===== config.mk =====
export PLATFORM = sky130hd
export DESIGN_NAME = lirg_lane
export DESIGN_NICKNAME = d
export VERILOG_FILES = /design/src/hdl/lirg_pkg.sv /design/src/hdl/lirg_lane.sv
export SDC_FILE = /design/constraint.sdc
export NUM_CORES = 2
export LEC_CHECK = 0
export BUFFER_PORTS_ARGS = -buffer_cell sky130_fd_sc_hd__buf_4
export CAP_MARGIN = 25
export CORE_MARGIN = 2
export CORE_UTILIZATION = 25
export CTS_CLUSTER_DIAMETER = 80
export DETAILED_ROUTE_END_ITERATION = 6
export PLACE_DENSITY = 0.39
export REMOVE_ABC_BUFFERS = 1
export SYNTH_ARGS = -nofsm -noshare
export SYNTH_HDL_FRONTEND = slang
export SYNTH_SLANG_ARGS = --single-unit

===== constraint.sdc =====
create_clock -name clk -period 9 [get_ports clk]
set_clock_uncertainty 0.15 [all_clocks]
set_input_delay 0.45 -clock clk [delete_from_list [all_inputs] [get_ports clk]]
set_output_delay 0.45 -clock clk [all_outputs]
set_load 0.1 [all_outputs]

===== src/hdl/lirg_pkg.sv =====
// Types, constants and codes shared by the resampler modules.
package lirg_pkg;

  localparam int CHANNELS_DEF  = 2;
  localparam int FRAC_BITS_DEF = 16;
  localparam int MAX_OUT_DEF   = 8;

  localparam int SAMPLE_W  = 16;
  localparam int OUT_W     = 28;
  localparam int STEP_W    = 20;
  localparam int COUNT_W   = 16;
  localparam int GAIN_W    = 16;
  localparam int POS_W     = 40;
  localparam int FRAMES_W  = 16;
  localparam int CFG_W     = 20;
  localparam int CFG_IDX_W = 2;

  localparam logic [COUNT_W-1:0] COUNT_RST = 16'd2;
  localparam logic [GAIN_W-1:0]  GAIN_RST  = 16'd4096;

  // Depth of the result queue and latency of one lane.
  localparam int FIFO_DEPTH = 8;
  localparam int LANE_LAT   = 3;

  typedef enum logic [CFG_IDX_W-1:0] {
    CFG_STEP  = 2'd0,
    CFG_COUNT = 2'd1,
    CFG_GAIN  = 2'd2
  } cfg_idx_t;

  typedef enum logic [1:0] {
    ST_IDLE,
    ST_INTERP,
    ST_FLUSH
  } state_t;

  typedef struct packed {
    logic vld;
    logic last;
  } issue_t;

endpackage


===== src/hdl/lirg_lane.sv =====
// One channel lane: interpolation, gain, rounding and saturation in three stages.
module lirg_lane #(
  parameter int FRAC_BITS = lirg_pkg::FRAC_BITS_DEF
) (
  input  logic                                 clk,
  input  logic signed [lirg_pkg::SAMPLE_W-1:0] a,
  input  logic signed [lirg_pkg::SAMPLE_W-1:0] b,
  input  logic        [FRAC_BITS-1:0]          k,
  input  logic        [lirg_pkg::GAIN_W-1:0]   gain,
  output logic signed [lirg_pkg::OUT_W-1:0]    res
);

  localparam int PROD1_W = FRAC_BITS + 18;
  localparam int X_W     = FRAC_BITS + 19;
  localparam int PROD2_W = FRAC_BITS + 36;
  localparam int Q_W     = PROD2_W - (FRAC_BITS + 4);
  localparam int OW      = lirg_pkg::OUT_W;

  localparam logic [PROD2_W-1:0] RND = PROD2_W'(1) << (FRAC_BITS + 3);

  logic signed [lirg_pkg::SAMPLE_W:0] diff;
  logic signed [PROD1_W-1:0]          prod1;
  logic signed [PROD1_W-1:0]          prod1_r;
  logic signed [lirg_pkg::SAMPLE_W-1:0] a_r;
  logic signed [X_W-1:0]              x;
  logic signed [PROD2_W-1:0]          prod2;
  logic signed [PROD2_W-1:0]          prod2_r;
  logic signed [PROD2_W-1:0]          rounded;
  logic signed [Q_W-1:0]              q;
  logic signed [OW-1:0]               sat;
  logic signed [OW-1:0]               res_r;

  assign diff  = $signed({b[lirg_pkg::SAMPLE_W-1], b}) - $signed({a[lirg_pkg::SAMPLE_W-1], a});
  assign prod1 = diff * $signed({1'b0, k});

  always_ff @(posedge clk) begin
    prod1_r <= prod1;
    a_r     <= a;
  end

  assign x = $signed({{3{a_r[lirg_pkg::SAMPLE_W-1]}}, a_r, {FRAC_BITS{1'b0}}})
           + $signed({prod1_r[PROD1_W-1], prod1_r});
  assign prod2 = x * $signed({1'b0, gain});

  always_ff @(posedge clk) begin
    prod2_r <= prod2;
  end

  // Adding half an output step and shifting arithmetically rounds half up.
  assign rounded = prod2_r + $signed(RND);
  assign q       = rounded[PROD2_W-1:FRAC_BITS+4];

  always_comb begin
    if (q[Q_W-1:OW-1] == '0 || q[Q_W-1:OW-1] == '1) begin
      sat = q[OW-1:0];
    end else if (q[Q_W-1]) begin
      sat = {1'b1, {(OW-1){1'b0}}};
    end else begin
      sat = {1'b0, {(OW-1){1'b1}}};
    end
  end

  always_ff @(posedge clk) begin
    res_r <= sat;
  end

  assign res = res_r;

endmodule


==> results.json <==
{
  "r2r_start": "a_r[1]",
  "setup_violations": 0,
  "hold_ws_ns": 0.0360,
  "clockRootBuffer": "clkbuf_16",
  "finalHoldViolCount": 0,
  "ctsHtreeMaxLevel": 3,
  "fin_tns_setup_ns": 0,
  "io_buffer_count": 92,
  "cts_max_path_buffers": 2,
  "maxSlewHeadroom": 0.348,
  "cp_max_fo": 10,
  "via_per_inst": 4.27,
  "initial_utilization": 0.252,
  "hold_path.class": "in2reg",
  "globalRoute.totalOverflow": 0,
  "required_ns": 9.17,
  "max_cap_viol_count": 0,
  "max_stage_delay_ns": 0.57,
  "status": "completed",
  "worstSkewPairLatency_ns": 0.39,
  "syn_to_final_growth_pct": 9.56,
  "wl_per_cell_um": 17.0,
  "wirelength_um": 100000,
  "ys_seq_area_frac": 0.0631,
  "dr.pass1.iters": 5,
  "layout-drive-gt1-share": 0.0641,
  "vias": 25100,
  "rr_worst_depth": 29,
  "yosysUniqueCellTypes": 74,
  "netlist_area_mm2": 0.0352,
  "coreArea_mm2": 0.140,
  "ant_nets": 0,
  "end_kind": "register",
  "grt_pass1_wl_um": 161000,
  "fmax_mhz": 116,
  "start_kind": "input pin",
  "async_flop_share": 0,
  "avgSynthCellArea_um2": 8.82,
  "hold_depth": 1,
  "path_class": "in2reg",
  "remaining_drc_errors": 0,
  "row_count": 137,
  "yosys_warnings": 0,
  "track_usage": 0.145,
  "hpwl_um": 80700,
  "synthFlopType": "dfxtp_1",
  "drv_slew": 0,
  "clkTransAtPathRegs_ns": 0.07,
  "numCtsBuffers": 9,
  "antenna_found_initial": 7,
  "synthCells": 3994,
  "final_nets": 5114,
  "ioPinCount": 93,
  "die_w_um": 379,
  "synth_edf_count": 0,
  "gp_congestion": 0.782,
  "final_core_util": 0.276,
  "period_share": 0.954,
  "die_area_mm2": 0.144,
  "fin_crit_ns": 8.59,
  "first_global_vias": 27800,
  "drtIter0Drc": 1033,
  "cp_data_arrival_time_ns": 8.75,
  "cts_tree": "yes",
  "hp-start": "a[15]",
  "crit_start": "a[2]",
  "pre_cts_ws_ns": 0.0646,
  "slowest_stage": "fa_1",
  "worst_slew_pin_slew_ns": 0.977,
  "crit_path_frequent_cell": "fa_1",
  "fin_ws_ns": 0.414,
  "ys_ff_latch": 111,
  "die_h_um": 379,
  "clock-sinks": 111,
  "grt_max_degree": 41
}
-- synth_stat cells (6+ instances only) --
| library cell | count | area share |
|---|---|---|
| nor4_1 | 12 | 0.0021 |
| nor2b_1 | 48 | 0.0085 |
| fa_1 | 804 | 0.46 |
| inv_1 | 986 | 0.11 |
| a311oi_1 | 17 | 0.0042 |
| xor2_1 | 49 | 0.012 |
| nor3_1 | 14 | 0.0020 |
| ha_1 | 243 | 0.086 |
| o21a_1 | 7 | 0.0015 |
| o21ai_0 | 40 | 0.0057 |
| a311o_1 | 16 | 0.0045 |
| clkbuf_1 | 168 | 0.018 |
| a211oi_1 | 11 | 0.0023 |
| o21bai_1 | 9 | 0.0019 |
| or2_2 | 6 | 0.0011 |
| mux2i_1 | 6 | 0.0017 |
| and3_1 | 15 | 0.0027 |
| o21ai_1 | 9 | 0.0013 |
| a21oi_1 | 84 | 0.012 |
| o22ai_1 | 11 | 0.0020 |
| buf_2 | 12 | 0.0017 |
| nor2_1 | 47 | 0.0050 |
| and2_1 | 285 | 0.051 |
| nor4bb_1 | 16 | 0.0045 |
| a21o_1 | 32 | 0.0068 |
| o211ai_1 | 18 | 0.0038 |
| nand4_1 | 6 | 0.0011 |
| o2111ai_1 | 6 | 0.0015 |
| nand2b_1 | 18 | 0.0032 |
| o21ai_2 | 22 | 0.0055 |
| nand2_1 | 603 | 0.064 |
| dfxtp_1 | 111 | 0.063 |
| xnor2_1 | 80 | 0.020 |
| nand3_1 | 95 | 0.013 |
-- per-layer routing --
metal	global-route usage	vias to the layer above	wire, µm	part of all wire
met5	0	-	0	0
met4	0.0239	0	1360	0.014
met3	0.0132	62	3250	0.032
met2	0.233	361	44300	0.44
met1	0.212	12800	51400	0.51
li1	-	11900	-	-
-- flip-flops by register name, indices dropped and copies added, names as in the netlist --
register,cells
prod2_r,33
prod1_r,34
a_r,16
res,28
-- area by class of cell --
type	instances	area (µm²)
diodes	2	5.00
clock buffers	11	233
clock inverters	5	40.0
fillers	15100	101000
inverters	987	3700
multi-input cells	2708	28600
flip-flops and latches	111	2220
well taps	1876	2350
repair buffers	185	1430
-- path summary, 6_finish.rpt --
check / slack [ns] / end
hold / removal: 0.04 / a_r[15]
hold reg to reg: 0.39 / res[16]
setup reg to reg: 0.48 / prod2_r[46]
setup / recovery: 0.41 / prod1_r[33]
-- cell usage in the layout (no fill, tap or decap), drive strengths merged, types with 11 or more instances in the layout --
cell type,n
a311o,16
inv,988
buf,184
o211ai,18
nor4,14
dfxtp,111
nor2,47
xnor2,80
clkbuf,11
a311oi,18
nand3,96
ha,243
a211oi,12
xor2,49
nor4bb,16
nand2b,18
nor3,15
and3,15
a21oi,87
o22ai,11
nand2,603
a21o,32
o21ai,71
and2,285
nor2b,48
fa,804
-- repair_timing --
item | CTS | global route
setup buffers | 0 | 3
endpoints found under the setup margin | 0 | 8
hold endpoints to repair | 1 | 0
hold buffers | 1 | 0
resized for setup | 0 | 9
-- stage by stage --
stage | instance area (µm²) | instances
6_report | 38600 | 5885
5_1_grt | 38600 | 5883
4_1_cts | 38500 | 5878
3_5_place_dp | 38200 | 5861
3_3_place_gp | 38200 | 5859
2_1_floorplan | 34500 | 3806
-- logic make-up (layout without fill, tap and decap cells) --
| kind of cell | after synthesis | after routing | synth area share |
|---|---|---|---|
| AO/OA/AOI/OAI | 334 | 334 | 0.0675 |
| XOR/XNOR | 129 | 129 | 0.0321 |
| adder cells (fa/ha/maj) | 1052 | 1052 | 0.544 |
| buffers and inverters | 1175 | 1188 | 0.126 |
| flip-flops | 111 | 111 | 0.0631 |
| multiplexers | 6 | 6 | 0.00170 |
| other | 0 | 2 | 0 |
| AND/OR/NAND/NOR | 1187 | 1187 | 0.165 |
-- critical path: cells and delay by family --
family / cells / cell delay, ns
and+or+nand+nor: 3 / 0.62
buffers and inverters: 7 / 1.04
xor gates and xnor gates: 1 / 0.13
AOI/OAI and AO/OA: 12 / 2.82
adders and majority gates: 8 / 3.67
Power is left out: the tool's default activity adds up to more than one toggle a clock period on the data nets, which glitch-free logic cannot reach.
