### config.mk
export PLATFORM = sky130hd
export DESIGN_NAME = lirg_merge
export DESIGN_NICKNAME = d
export VERILOG_FILES = /design/src/hdl/lirg_pkg.sv /design/src/hdl/lirg_merge.sv
export SDC_FILE = /design/constraint.sdc
export NUM_CORES = 1
export LEC_CHECK = 0
export BUFFER_PORTS_ARGS = -buffer_cell sky130_fd_sc_hd__buf_2
export CAP_MARGIN = 5
export CORE_MARGIN = 2
export CORE_UTILIZATION = 50
export DETAILED_ROUTE_END_ITERATION = 10
export HOLD_SLACK_MARGIN = 0.15
export PLACE_DENSITY = 0.72
export SLEW_MARGIN = 5
export SYNTH_ARGS = -nofsm -noshare
export SYNTH_HDL_FRONTEND = slang
export SYNTH_SLANG_ARGS = --single-unit
### constraint.sdc
create_clock -name clk -period 7.2 [get_ports clk]
set_clock_uncertainty 0.05 [all_clocks]
set_input_delay 0.72 -clock clk [delete_from_list [all_inputs] [get_ports clk]]
set_output_delay 0.72 -clock clk [all_outputs]
set_load 0.01 [all_outputs]
### src/hdl/lirg_pkg.sv
// Types, constants and codes shared by the resampler modules.
package lirg_pkg;

  localparam int CHANNELS_DEF  = 2;
  localparam int FRAC_BITS_DEF = 16;
  localparam int MAX_OUT_DEF   = 8;

  localparam int SAMPLE_W  = 16;
  localparam int OUT_W     = 28;
  localparam int STEP_W    = 20;
  localparam int COUNT_W   = 16;
  localparam int GAIN_W    = 16;
  localparam int POS_W     = 40;
  localparam int FRAMES_W  = 16;
  localparam int CFG_W     = 20;
  localparam int CFG_IDX_W = 2;

  localparam logic [COUNT_W-1:0] COUNT_RST = 16'd2;
  localparam logic [GAIN_W-1:0]  GAIN_RST  = 16'd4096;

  // Depth of the result queue and latency of one lane.
  localparam int FIFO_DEPTH = 8;
  localparam int LANE_LAT   = 3;

  typedef enum logic [CFG_IDX_W-1:0] {
    CFG_STEP  = 2'd0,
    CFG_COUNT = 2'd1,
    CFG_GAIN  = 2'd2
  } cfg_idx_t;

  typedef enum logic [1:0] {
    ST_IDLE,
    ST_INTERP,
    ST_FLUSH
  } state_t;

  typedef struct packed {
    logic vld;
    logic last;
  } issue_t;

endpackage

### src/hdl/lirg_merge.sv
// Merging stage: aligns the lane results with their flags and queues them for the output.
module lirg_merge #(
  parameter int CHANNELS = lirg_pkg::CHANNELS_DEF
) (
  input  logic                                       clk,
  input  logic                                       rst_n,
  input  lirg_pkg::issue_t                           issue,
  output logic                                       issue_ok,
  input  logic [CHANNELS-1:0][lirg_pkg::OUT_W-1:0]   lane_res,
  output logic                                       out_tvalid,
  input  logic                                       out_tready,
  output logic [((CHANNELS*lirg_pkg::OUT_W+7)/8)*8-1:0] out_tdata,
  output logic                                       out_tlast
);

  localparam int DEPTH   = lirg_pkg::FIFO_DEPTH;
  localparam int LAT     = lirg_pkg::LANE_LAT;
  localparam int DATA_W  = CHANNELS * lirg_pkg::OUT_W;
  localparam int TDATA_W = ((DATA_W + 7) / 8) * 8;
  localparam int ENTRY_W = DATA_W + 1;
  localparam int PTR_W   = $clog2(DEPTH);
  localparam int CNT_W   = $clog2(DEPTH + 1);
  localparam int OCC_W   = $clog2(DEPTH + LAT + 1);

  lirg_pkg::issue_t [LAT-1:0] pipe_r;
  logic [ENTRY_W-1:0]         mem_r [DEPTH];
  logic [PTR_W-1:0]           wr_ptr_r;
  logic [PTR_W-1:0]           rd_ptr_r;
  logic [CNT_W-1:0]           count_r;
  logic [OCC_W-1:0]           occ;
  logic                       push;
  logic                       pop;
  logic [ENTRY_W-1:0]         head;

  always_ff @(posedge clk) begin
    if (!rst_n) begin
      pipe_r <= '0;
    end else begin
      pipe_r <= {pipe_r[LAT-2:0], issue};
    end
  end

  // Requests still in the lanes hold a place in the queue already.
  always_comb begin
    occ = OCC_W'(count_r);
    for (int i = 0; i < LAT; i++) begin
      occ = occ + OCC_W'(pipe_r[i].vld);
    end
  end

  assign issue_ok = (occ < OCC_W'(DEPTH));
  assign push     = pipe_r[LAT-1].vld;
  assign pop      = out_tvalid && out_tready;

  always_ff @(posedge clk) begin
    if (push) begin
      mem_r[wr_ptr_r] <= {pipe_r[LAT-1].last, lane_res};
    end
  end

  always_ff @(posedge clk) begin
    if (!rst_n) begin
      wr_ptr_r <= '0;
      rd_ptr_r <= '0;
      count_r  <= '0;
    end else begin
      if (push) begin
        wr_ptr_r <= wr_ptr_r + 1'b1;
      end
      if (pop) begin
        rd_ptr_r <= rd_ptr_r + 1'b1;
      end
      count_r <= count_r + CNT_W'(push) - CNT_W'(pop);
    end
  end

  assign head       = mem_r[rd_ptr_r];
  assign out_tvalid = (count_r != '0);
  assign out_tdata  = TDATA_W'(head[DATA_W-1:0]);
  assign out_tlast  = head[DATA_W];

endmodule

==> results.txt, run 1 <==
status = finished clean
Synth Instances = 750
first-pass GRT wire length = 50.4 mm
Comb power frac = 12.5%
Synth Register Bits = 475
CTS H-tree depth = 2
Setup WS post-layout = 3.06 ns
Iter 0 DRT Violations = 620
post-synthesis sequential area ratio = 78.3%
final wirelength = 32.7 mm
# Max-Cap Violations = 0
final hold vios = 0
Setup crit end = out_tdata[38]
Critical Path Fanout Max = 46
post-CTS setup buffer count = 0
worst min path class = input pin to flip-flop
worst skew pair latency = 0.54 ns
row cnt = 69
Layout area overhead = 14.3%
largest net degree at the start of global routing = 64
Max transition margin = 29.1%
clock root cell = clkbuf_16
leakage power total = 6.53 nW
syn_nets = 820
Final Non-Filler Cells = 1390
register share of total power = 50.9%
largest area contributor in the netlist = edfxtp_1
worst flop-to-flop path endpoint = mem_r[6][48]$_DFFE_PP_
vias = 7850
mapped cell area = 18000 sq um
drt first pass iters = 5
RSZ-0062 raised after global routing = false
Yosys cell types = 26
Inst Count DP = 1307
maximum vdd ir drop = 214 uV
Switching Share = 22.3%
Worst Tran Pin Value = 1.06 ns
crit path kind = flip-flop to primary output
vias in the first global route = 8330
DP Worst Slack = 3.52 ns
DP HPWL = 16.7 mm
number of I/O port buffers = 119
vias per inst = 5.65
CTS tree = built
endpoints failing setup = 0
Arrival @ worst endpoint = 3.37 ns
clock-pin slew on the worst setup and hold paths = 0.05 ns
Filler Cells Inserted = 2532
CTS resizes = 0
startpoint types = flip-flop
Initial Utilization = 50.7%
hold buffer count at CTS = 0
Avg Cell Area, Syn = 24.0 sq um
fmax = 242 MHz
clock buffer depth = 3
Switching Power = 1.39 mW
grt ovf = 0
fraction of layout cells with a size suffix above 1 = 40.2%
Critical R2R Launch = push$_SDFF_PN0_
Pins Over Slew Limit = 0
GRT Util Overall = 17.8%
min Tclk post-route = 4.14 ns
critical path endpoint category = primary output
P_int = 4.84 mW
hold wc startpoint = issue[0]
CP Data Required Time = 6.43 ns
period utilisation layout = 57.5%
setup_tns = 0 ns
CTS buffer count = 49
Core Box Area = 35500 sq um
die width = 194 um
post-route ant nets = 0
global placer's final weighted congestion = 0.683
clock power share = 36.6%
R2R setup slack = 4.53 ns
worst hold slack = 0.335 ns
initial antenna violation count = 5
DRC = 0
WL/cell = 23.5 um
CTS sink cnt = 475
R2R cell count = 3
top-area cell type share of the netlist area = 76.2%
Die Area = 37500 sq um
layout net count = 967
Synthesis Warnings = 0
# IOs = 120
largest cells by area after synthesis = edfxtp_1 76%, mux4_2 14%, mux2_2 3.6%
die height = 194 um
PD cells = 304 nW/um^2
-- layout make-up --
class | count | area [sq um] | share of cell area [%]
Sequential cell | 475 | 14100 | 68.6
Multi-Input combinational cell | 236 | 3740 | 18.2
Clock buffer | 60 | 1270 | 6.17
Timing Repair Buffer | 131 | 686 | 3.34
Tap cell | 461 | 577 | 2.81
Clock inverter | 20 | 163 | 0.792
Inverter | 4 | 15.0 | 0.0731
Antenna cell | 3 | 7.51 | 0.0365
-- cell usage after synthesis, drive strengths merged --
| cell type | n |
|---|---|
| ha | 7 |
| nor2 | 8 |
| nand3 | 1 |
| fa | 2 |
| nor3 | 2 |
| mux2 | 57 |
| or2 | 1 |
| a31oi | 1 |
| mux4 | 114 |
| nand2b | 6 |
| nand2 | 9 |
| dfxtp | 19 |
| and2 | 10 |
| inv | 4 |
| edfxtp | 456 |
| buf | 19 |
| mux2i | 8 |
| nor2b | 2 |
| a21o | 1 |
| clkbuf | 16 |
| or3b | 1 |
| xor2 | 1 |
| a21oi | 1 |
| xnor2 | 4 |
-- state kept, by name, summed over array words and instances (netlist names), named ones only --
name      cells
rd_ptr_r      3
mem_r       456
push          1
count_r       4
wr_ptr_r      3
pipe_r        5
-- through the flow --
step           instance area [sq um]  util [%]  total power [mW]
2_1_floorplan                  18000         -              3.77
3_3_place_gp                   19100      53.8              4.02
3_5_place_dp                   19100      53.8              4.04
4_1_cts                        20500      57.9              6.32
5_1_grt                        20500      57.9              6.47
6_report                       20500      57.9              6.24
-- worst min-delay path by stage --
stage	end	depth (start not counted)	slack, ns
after floorplan	pipe_r[2]$_SDFF_PN0_	1	0.36
after global placement	pipe_r[2]$_SDFF_PN0_	1	0.36
after detailed placement	pipe_r[2]$_SDFF_PN0_	1	0.37
after CTS	pipe_r[0]$_SDFF_PN0_	2	0.31
after global routing	pipe_r[1]$_SDFF_PN0_	2	0.34
final	pipe_r[0]$_SDFF_PN0_	2	0.33
-- cells in the final DEF, fill, tap and decap left out, types with 10 or more instances in the layout --
cell type,count
and2_1,10
buf_2,119
buf_4,12
clkbuf_1,11
clkbuf_16,49
clkinv_1,12
dfxtp_1,16
edfxtp_1,456
mux2_2,57
mux4_2,114
-- critical path: stages (launching register included) --
cell and delay, ns:
dfxtp_4 0.96, buf_4 0.75, mux4_2 0.61, mux2_2 0.29
buf_2 0.15
-- kinds of logic (layout without fill, tap and decap cells) --
group / after synthesis / count (layout) / share of synthesized area, %
AO/OA/AOI/OAI: 3 / 3 / 0.104
multiplexers: 179 / 179 / 18.3
AND/OR/NAND/NOR: 40 / 40 / 1.15
other: 0 / 3 / 0
adder cells (fa/ha/maj): 9 / 9 / 0.710
XOR/XNOR: 5 / 5 / 0.244
buffers and inverters: 39 / 215 / 1.18
flip-flops: 475 / 475 / 78.3
-- power by group through the flow --
stage | combinational, mW | sequential, mW | clock (mW)
after global routing | 0.850 | 3.19 | 2.43
after detailed placement | 0.793 | 3.24 | 0
after floorplan | 0.647 | 3.13 | 0
after global placement | 0.784 | 3.24 | 0
final | 0.778 | 3.18 | 2.28
after CTS | 0.797 | 3.18 | 2.34
-- per-layer routing --
metal | track usage, % | share of wire, % | vias up
met2 | 28.3 | 48 | 206
met4 | 4.78 | 2.0 | 8
met5 | 0 | 0.15 | -
met3 | 4.15 | 6.2 | 60
li1 | - | - | 3445
met1 | 25.2 | 44 | 4131
Power figures use the tool's default switching activity.
==> run 2: changes to the inputs <==
Settings changed: ABC_AREA set to 1, PLACE_DENSITY 0.72 to 0.71.
Clock period 7.2 ns to 3.9 ns, I/O delays scaled along.
==> results.txt, run 2 <==
Synth Instances = 2086
# Max-Cap Violations = 0
Die Area = 42900 sq um
CTS buffer count = 49
max reg flops = 456
CP max stage delay = 0.49 ns
GRT Util Overall = 21.2%
Initial Utilization = 50.6%
Setup crit end = out_tdata[6]
CTS tree = built
global placer's final weighted congestion = 0.787
Synthesis Warnings = 0
number of I/O port buffers = 119
design area = 24000 sq um
clock root cell = clkbuf_16
endpoints failing setup = 0
final hold vios = 0
placed inst area = 21800 sq um
Critical R2R Launch = push$_SDFF_PN0_
commonest non-fill, non-tap cell in the layout = nand2_1
Yosys cell types = 18
commonest cells after routing, fill and taps aside = 770 x nand2_1, 475 x inv_1, 456 x edfxtp_1, 233 x nand3_1, 119 x buf_2
Switching Share = 30.0%
die height = 207 um
worst flop-to-flop path endpoint = mem_r[2][52]$_DFFE_PP_
P_int = 9.41 mW
drt first pass iters = 5
fmax = 335 MHz
maximum vdd ir drop = 496 uV
fraction of registers with async set/reset = 0%
Comb power frac = 22.5%
mapped cell area = 20600 sq um
post-route ant nets = 0
Synth Register Bits = 475
largest area contributor in the netlist = edfxtp_1
Main synth FF type = edfxtp_1
Worst Tran Pin Value = 1.11 ns
Filler Cells Inserted = 3266
Post-synth EDFFs = 456
vias in the first global route = 13.7k
CTS H-tree depth = 2
worst min path class = flip-flop to flip-flop
Avg Cell Area, Syn = 9.88 sq um
R2R setup slack = 1.59 ns
count leader, synth = nand2_1
clock-pin slew on the worst setup and hold paths = 0.05 ns
register share of total power = 42.6%
R2R cell count = 4
RSZ-0062 raised after global routing = false
Iter 0 DRT Violations = 1084
top-area cell type share of the netlist area = 66.4%
row cnt = 74
worst skew pair latency = 0.58 ns
final wirelength = 45.3 mm
clock power share = 34.9%
critical path endpoint category = primary output
Pins Over Slew Limit = 0
setup_tns = 0 ns
PD cells = 560 nW/um^2
# IOs = 120
biggest regs = mem_r (456), pipe_r (5), count_r (4)
DP HPWL = 24.1 mm
min Tclk post-route = 2.98 ns
largest cells by area after synthesis = edfxtp_1 66%, nand2_1 14%, inv_1 8.7%
most used cell along the critical path = nand2_1
clock buffer depth = 3
syn_nets = 2156
Max transition margin = 26.0%
total power = 13.5 mW
crit path max-delay cell type = dfxtp_4
number of antenna cells inserted = 0
status = finished clean
Arrival @ worst endpoint = 2.54 ns
fraction of layout cells with a size suffix above 1 = 10.0%
first-pass GRT wire length = 72.2 mm
CTS sink cnt = 475
crit path kind = flip-flop to primary output
vias = 13.9k
Post-synth top cells = 770 x nand2_1, 477 x inv_1, 456 x edfxtp_1, 233 x nand3_1, 67 x buf_2
Inst Count DP = 2675
initial antenna violation count = 0
worst path cell trace = inv_4 > buf_4 > nand3_1 > nand2_1 > nand2_1 > nand2_1 > buf_2
Layout area overhead = 16.6%
Critical Path Fanout Max = 40
post-synthesis sequential area ratio = 68.3%
die width = 207 um
DRC = 0
WL/cell = 16.0 um
Most flops, register = mem_r
layout net count = 2326
CTS resizes = 0
Core Box Area = 40700 sq um
largest net degree at the start of global routing = 229
Final Non-Filler Cells = 2826
grt ovf = 0
CP Data Required Time = 3.46 ns
vias per inst = 4.90
Switching Power = 4.04 mW
startpoint types = flip-flop
leakage power total = 11.1 nW
period utilisation layout = 76.5%
-- run 2: changes by cell type after synthesis, sizes merged, moves of 4 or more --
cell and delta:
mux2i -8, a21oi +7, mux4 -114, and2 -10
nand3 +232, nand2 +761, nand2b -6, mux2 -57
nor2 +10, xnor2 -4, buf +56, inv +474
-- run 2: metrics by stage --
stage | utilization (%) | setup slack (ns) | hold WS, ns
floorplan | - | 0.197 | 0.340
global route | 59.0 | 0.775 | 0.389
detailed placement | 53.5 | 1.49 | 0.356
global placement | 53.5 | 1.49 | 0.355
finish | 59.0 | 0.915 | 0.366
CTS | 59.0 | 0.854 | 0.369
-- run 2: layout make-up --
type	instances	area, sq um	area share [%]
well taps	532	666	2.77
clock inverters	31	349	1.45
clock buffers	58	1260	5.24
multi-input cells	1045	4390	18.3
repair buffers	207	1490	6.18
inverters	478	1800	7.50
flip-flops and latches	475	14100	58.6
-- run 2: repair_timing --
action                    in CTS  in global routing
hold endpoints to repair     465                  0
buffers inserted               0                  0
hold buffers                  62                  0
-- run 2: routing by layer --
| layer | vias up | track usage (%) | share of wire (%) |
|---|---|---|---|
| li1 | 6813 | - | - |
| met1 | 6514 | 27.7 | 43 |
| met2 | 440 | 36.5 | 49 |
| met3 | 84 | 2.93 | 6.0 |
| met4 | 0 | 7.54 | 2.5 |
| met5 | - | 0 | 0 |
-- run 2: cells by family after synthesis --
kind of cell | count (synthesis) | synth area share (%)
and+or+nand+nor | 1025 | 20.1
buffers and inverters | 566 | 10.7
AOI/OAI and AO/OA | 11 | 0.267
adders and majority gates | 9 | 0.619
DFF | 475 | 68.3
-- run 2: worst max-delay path, delay by kind of cell, from the launching register on --
kind | cells | cell delay, ns
flops | 1 | 0.49
buf+inv | 3 | 1.04
simple gates | 4 | 0.39
-- run 2: power groups by stage --
| stage | Sequential [mW] | Combinational, mW | Clock, mW |
|---|---|---|---|
| global route | 5.74 | 3.41 | 4.96 |
| CTS | 5.73 | 3.04 | 4.78 |
| finish | 5.73 | 3.02 | 4.70 |
| global placement | 5.84 | 2.93 | 0 |
| floorplan | 5.77 | 2.08 | 0 |
| detailed placement | 5.84 | 2.97 | 0 |
-- run 2: worst min-delay path by stage --
stage                          from                   end  cells past startpoint
2_1_floorplan  pipe_r[0]$_SDFF_PN0_  pipe_r[2]$_SDFF_PN0_                      2
3_3_place_gp   pipe_r[0]$_SDFF_PN0_  pipe_r[2]$_SDFF_PN0_                      2
3_5_place_dp   pipe_r[0]$_SDFF_PN0_  pipe_r[2]$_SDFF_PN0_                      2
4_1_cts        pipe_r[0]$_SDFF_PN0_  pipe_r[2]$_SDFF_PN0_                      2
5_1_grt        pipe_r[2]$_SDFF_PN0_  pipe_r[4]$_SDFF_PN0_                      2
6_report       pipe_r[0]$_SDFF_PN0_  pipe_r[2]$_SDFF_PN0_                      2
