===== src/hdl/lirg_pkg.sv =====
// Types, constants and codes shared by the resampler modules.
package lirg_pkg;

  localparam int CHANNELS_DEF  = 2;
  localparam int FRAC_BITS_DEF = 16;
  localparam int MAX_OUT_DEF   = 8;

  localparam int SAMPLE_W  = 16;
  localparam int OUT_W     = 28;
  localparam int STEP_W    = 20;
  localparam int COUNT_W   = 16;
  localparam int GAIN_W    = 16;
  localparam int POS_W     = 40;
  localparam int FRAMES_W  = 16;
  localparam int CFG_W     = 20;
  localparam int CFG_IDX_W = 2;

  localparam logic [COUNT_W-1:0] COUNT_RST = 16'd2;
  localparam logic [GAIN_W-1:0]  GAIN_RST  = 16'd4096;

  // Depth of the result queue and latency of one lane.
  localparam int FIFO_DEPTH = 8;
  localparam int LANE_LAT   = 3;

  typedef enum logic [CFG_IDX_W-1:0] {
    CFG_STEP  = 2'd0,
    CFG_COUNT = 2'd1,
    CFG_GAIN  = 2'd2
  } cfg_idx_t;

  typedef enum logic [1:0] {
    ST_IDLE,
    ST_INTERP,
    ST_FLUSH
  } state_t;

  typedef struct packed {
    logic vld;
    logic last;
  } issue_t;

endpackage


===== src/hdl/lirg_ctrl.sv =====
// Sequencer: configuration registers, frame state and the issue of outputs to the lanes.
module lirg_ctrl #(
  parameter int CHANNELS          = lirg_pkg::CHANNELS_DEF,
  parameter int FRAC_BITS         = lirg_pkg::FRAC_BITS_DEF,
  parameter int MAX_OUT_PER_FRAME = lirg_pkg::MAX_OUT_DEF
) (
  input  logic                                          clk,
  input  logic                                          rst_n,
  input  logic                                          cfg_wen,
  input  logic [lirg_pkg::CFG_IDX_W-1:0]                cfg_addr,
  input  logic [lirg_pkg::CFG_W-1:0]                    cfg_wdata,
  input  logic                                          in_tvalid,
  output logic                                          in_tready,
  input  logic [CHANNELS-1:0][lirg_pkg::SAMPLE_W-1:0]   in_sample,
  input  logic                                          in_end,
  input  logic                                          issue_ok,
  output lirg_pkg::issue_t                              issue,
  output logic [CHANNELS-1:0][lirg_pkg::SAMPLE_W-1:0]   lane_a,
  output logic [CHANNELS-1:0][lirg_pkg::SAMPLE_W-1:0]   lane_b,
  output logic [FRAC_BITS-1:0]                          lane_k,
  output logic [lirg_pkg::GAIN_W-1:0]                   gain
);

  localparam int NW    = $clog2(MAX_OUT_PER_FRAME + 1);
  localparam int POS_W = lirg_pkg::POS_W;
  localparam int INT_W = POS_W - FRAC_BITS;
  localparam int CW    = lirg_pkg::COUNT_W;

  localparam logic [lirg_pkg::STEP_W-1:0] STEP_RST = lirg_pkg::STEP_W'(64'd1 << FRAC_BITS);

  logic [lirg_pkg::STEP_W-1:0]  step_r;
  logic [CW-1:0]                count_r;
  logic [lirg_pkg::GAIN_W-1:0]  gain_r;

  lirg_pkg::state_t state_r, state_nxt;
  logic [CHANNELS-1:0][lirg_pkg::SAMPLE_W-1:0] cur_r, cur_nxt;
  logic [CHANNELS-1:0][lirg_pkg::SAMPLE_W-1:0] held_r, held_nxt;
  logic                           end_r, end_nxt;
  logic                           have_held_r, have_held_nxt;
  logic [POS_W-1:0]               pos_r, pos_nxt;
  logic [CW-1:0]                  done_r, done_nxt;
  logic [lirg_pkg::FRAMES_W-1:0]  frames_r, frames_nxt;
  logic [NW-1:0]                  n_r, n_nxt;

  logic [CW:0]   done_inc;
  logic [NW:0]   n_inc;
  logic          is_final;
  logic          cap_hit;
  logic          room;
  logic          due_interp;
  logic [POS_W-1:0] pos_adv;

  always_ff @(posedge clk) begin
    if (!rst_n) begin
      step_r  <= STEP_RST;
      count_r <= lirg_pkg::COUNT_RST;
      gain_r  <= lirg_pkg::GAIN_RST;
    end else if (cfg_wen) begin
      case (cfg_addr)
        lirg_pkg::CFG_STEP:  step_r  <= cfg_wdata[lirg_pkg::STEP_W-1:0];
        lirg_pkg::CFG_COUNT: count_r <= cfg_wdata[CW-1:0];
        lirg_pkg::CFG_GAIN:  gain_r  <= cfg_wdata[lirg_pkg::GAIN_W-1:0];
        default: ;
      endcase
    end
  end

  always_ff @(posedge clk) begin
    if (!rst_n) begin
      state_r     <= lirg_pkg::ST_IDLE;
      have_held_r <= 1'b0;
      pos_r       <= '0;
      done_r      <= '0;
      frames_r    <= '0;
      n_r         <= '0;
      held_r      <= '0;
    end else begin
      state_r     <= state_nxt;
      have_held_r <= have_held_nxt;
      pos_r       <= pos_nxt;
      done_r      <= done_nxt;
      frames_r    <= frames_nxt;
      n_r         <= n_nxt;
      held_r      <= held_nxt;
    end
  end

  always_ff @(posedge clk) begin
    cur_r <= cur_nxt;
    end_r <= end_nxt;
  end

  assign done_inc   = {1'b0, done_r} + 1'b1;
  assign n_inc      = {1'b0, n_r} + 1'b1;
  assign is_final   = (done_inc == {1'b0, count_r});
  assign cap_hit    = (n_inc == (NW + 1)'(MAX_OUT_PER_FRAME));
  assign room       = (n_r < NW'(MAX_OUT_PER_FRAME));
  assign pos_adv    = pos_r + POS_W'(step_r);
  assign due_interp = have_held_r && (done_r < count_r) &&
                      (pos_r[POS_W-1:FRAC_BITS] < INT_W'(frames_r));

  always_comb begin
    state_nxt     = state_r;
    cur_nxt       = cur_r;
    end_nxt       = end_r;
    held_nxt      = held_r;
    have_held_nxt = have_held_r;
    pos_nxt       = pos_r;
    done_nxt      = done_r;
    frames_nxt    = frames_r;
    n_nxt         = n_r;
    in_tready     = 1'b0;
    issue         = '0;
    case (state_r)
      lirg_pkg::ST_IDLE: begin
        in_tready = 1'b1;
        if (in_tvalid) begin
          cur_nxt   = in_sample;
          end_nxt   = in_end;
          n_nxt     = '0;
          state_nxt = lirg_pkg::ST_INTERP;
        end
      end
      lirg_pkg::ST_INTERP: begin
        if (due_interp) begin
          if (room) begin
            if (issue_ok) begin
              // On a closing frame the request that fills the per-frame cap is the last one.
              issue.vld  = 1'b1;
              issue.last = is_final || (end_r && cap_hit);
              n_nxt      = n_inc[NW-1:0];
              pos_nxt    = pos_adv;
              done_nxt   = done_inc[CW-1:0];
            end
          end else begin
            // Past the cap the output is dropped but still counted.
            pos_nxt  = pos_adv;
            done_nxt = done_inc[CW-1:0];
          end
        end else if (end_r) begin
          state_nxt = lirg_pkg::ST_FLUSH;
        end else begin
          held_nxt      = cur_r;
          have_held_nxt = 1'b1;
          if (frames_r != '1) begin
            frames_nxt = frames_r + 1'b1;
          end
          state_nxt = lirg_pkg::ST_IDLE;
        end
      end
      lirg_pkg::ST_FLUSH: begin
        if ((done_r < count_r) && room) begin
          if (issue_ok) begin
            issue.vld  = 1'b1;
            issue.last = is_final || cap_hit;
            n_nxt      = n_inc[NW-1:0];
            done_nxt   = done_inc[CW-1:0];
          end
        end else begin
          have_held_nxt = 1'b0;
          pos_nxt       = '0;
          done_nxt      = '0;
          frames_nxt    = '0;
          state_nxt     = lirg_pkg::ST_IDLE;
        end
      end
      default: begin
        state_nxt = lirg_pkg::ST_IDLE;
      end
    endcase
  end

  // The tail of a closing frame is the frame itself with zero weight.
  assign lane_a = (state_r == lirg_pkg::ST_FLUSH) ? cur_r : held_r;
  assign lane_b = cur_r;
  assign lane_k = (state_r == lirg_pkg::ST_FLUSH) ? '0 : pos_r[FRAC_BITS-1:0];
  assign gain   = gain_r;

endmodule


===== config.mk =====
export PLATFORM = sky130hd
export DESIGN_NAME = lirg_ctrl
export DESIGN_NICKNAME = d
export VERILOG_FILES = /design/src/hdl/lirg_pkg.sv /design/src/hdl/lirg_ctrl.sv
export SDC_FILE = /design/constraint.sdc
export NUM_CORES = 1
export LEC_CHECK = 0
export ABC_AREA = 0
export BUFFER_PORTS_ARGS = -buffer_cell sky130_fd_sc_hd__buf_4
export CAP_MARGIN = 40
export CORE_AREA = 10 10 149 151
export DETAILED_ROUTE_END_ITERATION = 10
export DIE_AREA = 0 0 159 161
export PLACE_DENSITY = 0.77
export SETUP_SLACK_MARGIN = 0.1
export SYNTH_ARGS = -nofsm -noshare
export SYNTH_HDL_FRONTEND = slang
export SYNTH_SLANG_ARGS = --single-unit
export TNS_END_PERCENT = 5

===== constraint.sdc =====
create_clock -name clk -period 7.4 [get_ports clk]
set_input_delay 1.48 -clock clk [delete_from_list [all_inputs] [get_ports clk]]
set_output_delay 1.48 -clock clk [all_outputs]
set_load 0.005 [all_outputs]

==> run_results.csv <==
group,metric,value,unit
run_status,status,"finished clean",
drt,drt_drc_violations_left,0,
sta,setup_viol,0,
sta,finalSetupTns,0,ps
sta,max_slew.worst_pin.slew,863.4,ps
cts,cts_setup_buffers,0,
cts,ctsHoldBuffers,0,
global_routing,initial_antenna_violation_count,0,
yosys,ys_async_sr_fraction,0,
yosys,number_of_enable_flip_flop_cells_after_synthesis,33,
place,post_place_instance_area,0.01185,sq mm
yosys,synth_compound_gate_area_share,0.1935,
drt,postRouteWirelength,28720,um
setup_path,type_of_the_setup_path_with_the_least_slack,"flip-flop to primary output",
floorplan,die_y,161,um
yosys,synth_adder_area_share,0.07156,
cells_and_area,layout.nets,1479,
cts,cts.path.max_buffers,2,
sta,timing.final.max_slew_violations,0,
power,share_comb_of_total_power,0.111,
global_routing,wire_length_of_the_first_global_routing_pass,46290,um
power,internal-power,1.722,mW
worst_hold_path,hold_path.class,"flip-flop to flip-flop",
worst_hold_path,timing.hold.worst.start,"held_r[19]",
sta,final.setup_skew,14.25,ps
floorplan,core.rowCount,51,
sta,hold_viol_final,0,
global_routing,globalRoute.totalOverflow,0,
cells_and_area,drive_above_1_share,0.1843,
place,place_congestion,0.9813,
place,port_buffers,158,
setup_path,worst_r2r_startpoint,"done_r[11]",
power,p_sw,0.6340,mW
power,switching_share,0.2691,
cts,clk_transition_reported_paths,80,ps
yosys,syn_avg_cell_area,8.425,sq um
power,power_per_cell_area,189.3,mW/mm^2
drt,final_antenna_net_count,0,
cts,cts_buffers,17,
global_routing,grt_max_degree,67,
cells_and_area,layout_common_cells,"sky130_fd_sc_hd__nand2_1, sky130_fd_sc_hd__a21oi_1, sky130_fd_sc_hd__buf_4, sky130_fd_sc_hd__dfxtp_1, sky130_fd_sc_hd__nor2_1",
place,post-place-cells,1606,
yosys,number_of_flip_flops_and_latches_in_the_synthesized_netlist,196,
global_routing,global_route.usage.total,0.2154,
yosys,syn-num-nets,1356,
drt,dr.pass1.iters,8,
yosys,predominant_post_synthesis_flop_cell,"sky130_fd_sc_hd__dfxtp_1",
floorplan,die_w,159,um
cts,cts_tree,"built",
yosys,ys_warn_count,0,
yosys,yosys-top-cells-area,"sky130_fd_sc_hd__dfxtp_1, sky130_fd_sc_hd__edfxtp_1, sky130_fd_sc_hd__nand2_1",
floorplan,floorplan.initialDensity,0.5426,
cts,tritoncts_num_sinks,196,
cts,postCtsResizedCells,0,
floorplan,dieArea,0.02560,sq mm
setup_path,critPathLaunchType,"flip-flop",
yosys,netlist.top_cell.by_area,"sky130_fd_sc_hd__dfxtp_1",
sta,finalWorstPathRequiredPeriod,4780,ps
worst_hold_path,worst_hold_path.endpoint,"held_r[19]",
cells_and_area,area.growth.synth_to_final,19.44,%
yosys,synth_mux_area_frac,0.03842,
cells_and_area,multi_input_area,0.005768,sq mm
setup_path,timing.critical_path.arrival,3300,ps
cells_and_area,fillers,1619,
cells_and_area,mostFrequentLayoutCell,"sky130_fd_sc_hd__nand2_1",
worst_hold_path,whs_path_depth,2,
yosys,synthCells,1237,
cells_and_area,regArea,0.004254,sq mm
setup_path,critical_path.endpoint_type,"primary output",
sta,timing.slew.headroom,0.4169,
global_routing,number_of_global_route_vias_before_repair,9168,
setup_path,worst-r2r-setup-slack,3430,ps
yosys,dominant_combinational_cell_family_by_area_after_synthesis,"simple AND/OR/NAND/NOR gates",
power,power.sequential.fraction,0.488,
drt,detailroute.via_count,9489,
yosys,synthesis.area,0.01042,sq mm
power,ir_worst_vdd,163.0,uV
yosys,yosys.cell_types.count,75,
sta,rsz_0062_raised_after_global_routing,"no",
floorplan,ioPinCount,159,
setup_path,destination_of_the_worst_register_to_register_timing_path,"pos_r[25]",
cells_and_area,antenna_cells,0,
drt,vias_per_cell,5.793,
place,dpl.hpwl,20720,um
setup_path,critical_path_peak_fanout,10,
power,clock_power_share,0.401,
drt,detail_route.wl_per_cell,17.53,um
cts,cts_root_buf,"sky130_fd_sc_hd__clkbuf_16",
yosys,post-synth-top-area-fraction,0.3131,
setup_path,required,5920,ps
cells_and_area,stdcell_count,1638,
job,timing.max_cap.violations,0,
setup_path,worst-r2r-cell-count,10,
cts,worstSkewPairLatency,440,ps
drt,initialDrtViolationCount,715,
cells_and_area,finished_cell_area,0.01245,sq mm
cts,total_number_of_h_tree_levels,4,
yosys,seq_area_frac_synth,0.4082,
sta,clock.fmax,0.2092,GHz
yosys,synth_xor_area_frac,0.03446,
yosys,synthSimpleGateAreaFrac,0.2136,
floorplan,fp.coreArea,0.01921,sq mm
power,leakage_power_of_the_design,4.959,nW
sta,finalCritPeriodShare,0.6459,
==> per-layer routing <==
layer,share of wire,global-route usage,vias up
li1,-,-,4662
met1,0.43,0.2674,4419
met2,0.46,0.3502,363
met3,0.094,0.07473,45
met4,0.017,0.05729,0
met5,0,0,-
==> metrics by stage <==
step | setup WS, ps | hold WS (ps) | utilization | power (mW)
finish | 2620 | 456.0 | 0.6480 | 2.356
global route | 2408 | 477.1 | 0.6480 | 2.440
CTS | 2673 | 458.2 | 0.6480 | 2.368
detailed placement | 3144 | 447.0 | 0.6171 | 1.436
global placement | 3266 | 440.0 | 0.6118 | 1.426
floorplan | 3602 | 430.8 | - | 1.308
==> worst max-delay path by stage <==
stage | startpoint | to | slack, ps | depth (start not counted)
5_1_grt | count_r[9] | issue[0] | 2410 | 11
4_1_cts | count_r[9] | issue[0] | 2670 | 11
6_report | done_r[11] | issue[0] | 2620 | 10
2_1_floorplan | count_r[9] | issue[0] | 3600 | 11
3_5_place_dp | count_r[9] | issue[0] | 3140 | 11
3_3_place_gp | done_r[11] | issue[0] | 3270 | 10
==> cells in the mapped netlist (3+ instances only) <==
cell,count
sky130_fd_sc_hd__inv_1,43
sky130_fd_sc_hd__o21ai_1,4
sky130_fd_sc_hd__o21a_1,12
sky130_fd_sc_hd__mux2i_1,4
sky130_fd_sc_hd__o311a_1,3
sky130_fd_sc_hd__a21o_1,9
sky130_fd_sc_hd__a31oi_1,8
sky130_fd_sc_hd__nor2_1,60
sky130_fd_sc_hd__o21ai_0,45
sky130_fd_sc_hd__a211oi_1,11
sky130_fd_sc_hd__mux2_2,32
sky130_fd_sc_hd__and2_1,13
sky130_fd_sc_hd__a2111oi_0,3
sky130_fd_sc_hd__ha_1,58
sky130_fd_sc_hd__or3_1,5
sky130_fd_sc_hd__and4_1,3
sky130_fd_sc_hd__nor4_1,8
sky130_fd_sc_hd__nor4b_1,3
sky130_fd_sc_hd__a21oi_1,165
sky130_fd_sc_hd__o41ai_1,4
sky130_fd_sc_hd__o211ai_1,7
sky130_fd_sc_hd__a41o_1,3
sky130_fd_sc_hd__o2111ai_1,4
sky130_fd_sc_hd__o31ai_1,12
sky130_fd_sc_hd__xnor2_1,25
sky130_fd_sc_hd__edfxtp_1,33
sky130_fd_sc_hd__nand2b_1,3
sky130_fd_sc_hd__nand2_1,238
sky130_fd_sc_hd__or4_1,6
sky130_fd_sc_hd__nor3_1,16
sky130_fd_sc_hd__and3_1,18
sky130_fd_sc_hd__xor2_1,16
sky130_fd_sc_hd__o31a_1,4
sky130_fd_sc_hd__nand4_1,18
sky130_fd_sc_hd__nor2b_1,21
sky130_fd_sc_hd__clkbuf_1,60
sky130_fd_sc_hd__nand3b_1,6
sky130_fd_sc_hd__dfxtp_1,163
sky130_fd_sc_hd__nand3_1,41
==> cell type report <==
cell class | instances | share of cell area
flip-flops and latches | 196 | 0.3418
clock inverters | 13 | 0.01297
well taps | 265 | 0.02664
repair buffers | 169 | 0.1071
clock buffers | 19 | 0.03478
inverters | 44 | 0.01337
multi-input cells | 932 | 0.4634
==> power by group through the flow <==
stage	sequential, mW	combinational, mW	clock [mW]
after global placement	1.17	0.253	0
after global routing	1.16	0.287	0.998
after detailed placement	1.17	0.261	0
after CTS	1.15	0.262	0.955
final	1.15	0.262	0.944
after floorplan	1.17	0.140	0
==> critical path, stage by stage (launching register included) <==
cell and delay, ps:
sky130_fd_sc_hd__dfxtp_1 500, sky130_fd_sc_hd__ha_1 320, sky130_fd_sc_hd__a21oi_1 160, sky130_fd_sc_hd__o21ai_1 100, sky130_fd_sc_hd__a21o_1 210, sky130_fd_sc_hd__or3_1 540
sky130_fd_sc_hd__nor4_1 410, sky130_fd_sc_hd__nand2_1 90, sky130_fd_sc_hd__a21oi_1 240, sky130_fd_sc_hd__o21a_1 160, sky130_fd_sc_hd__buf_4 110
==> kinds of logic after synthesis <==
group,Yosys count
AOI/OAI and AO/OA,321
and+or+nand+nor,475
muxes,36
adders and majority gates,59
DFF,196
buffers and inverters,109
xor gates and xnor gates,41
==> state kept, by name, summed over array words and instances (netlist names) <==
register     count
pos_r           40
n_r              4
gain            16
done_r          16
end_r            1
have_held_r      1
count_r         16
step_r          20
held_r          32
frames_r        16
state_r          2
lane_b          32
No activity file was read; power rests on OpenSTA's default activity.
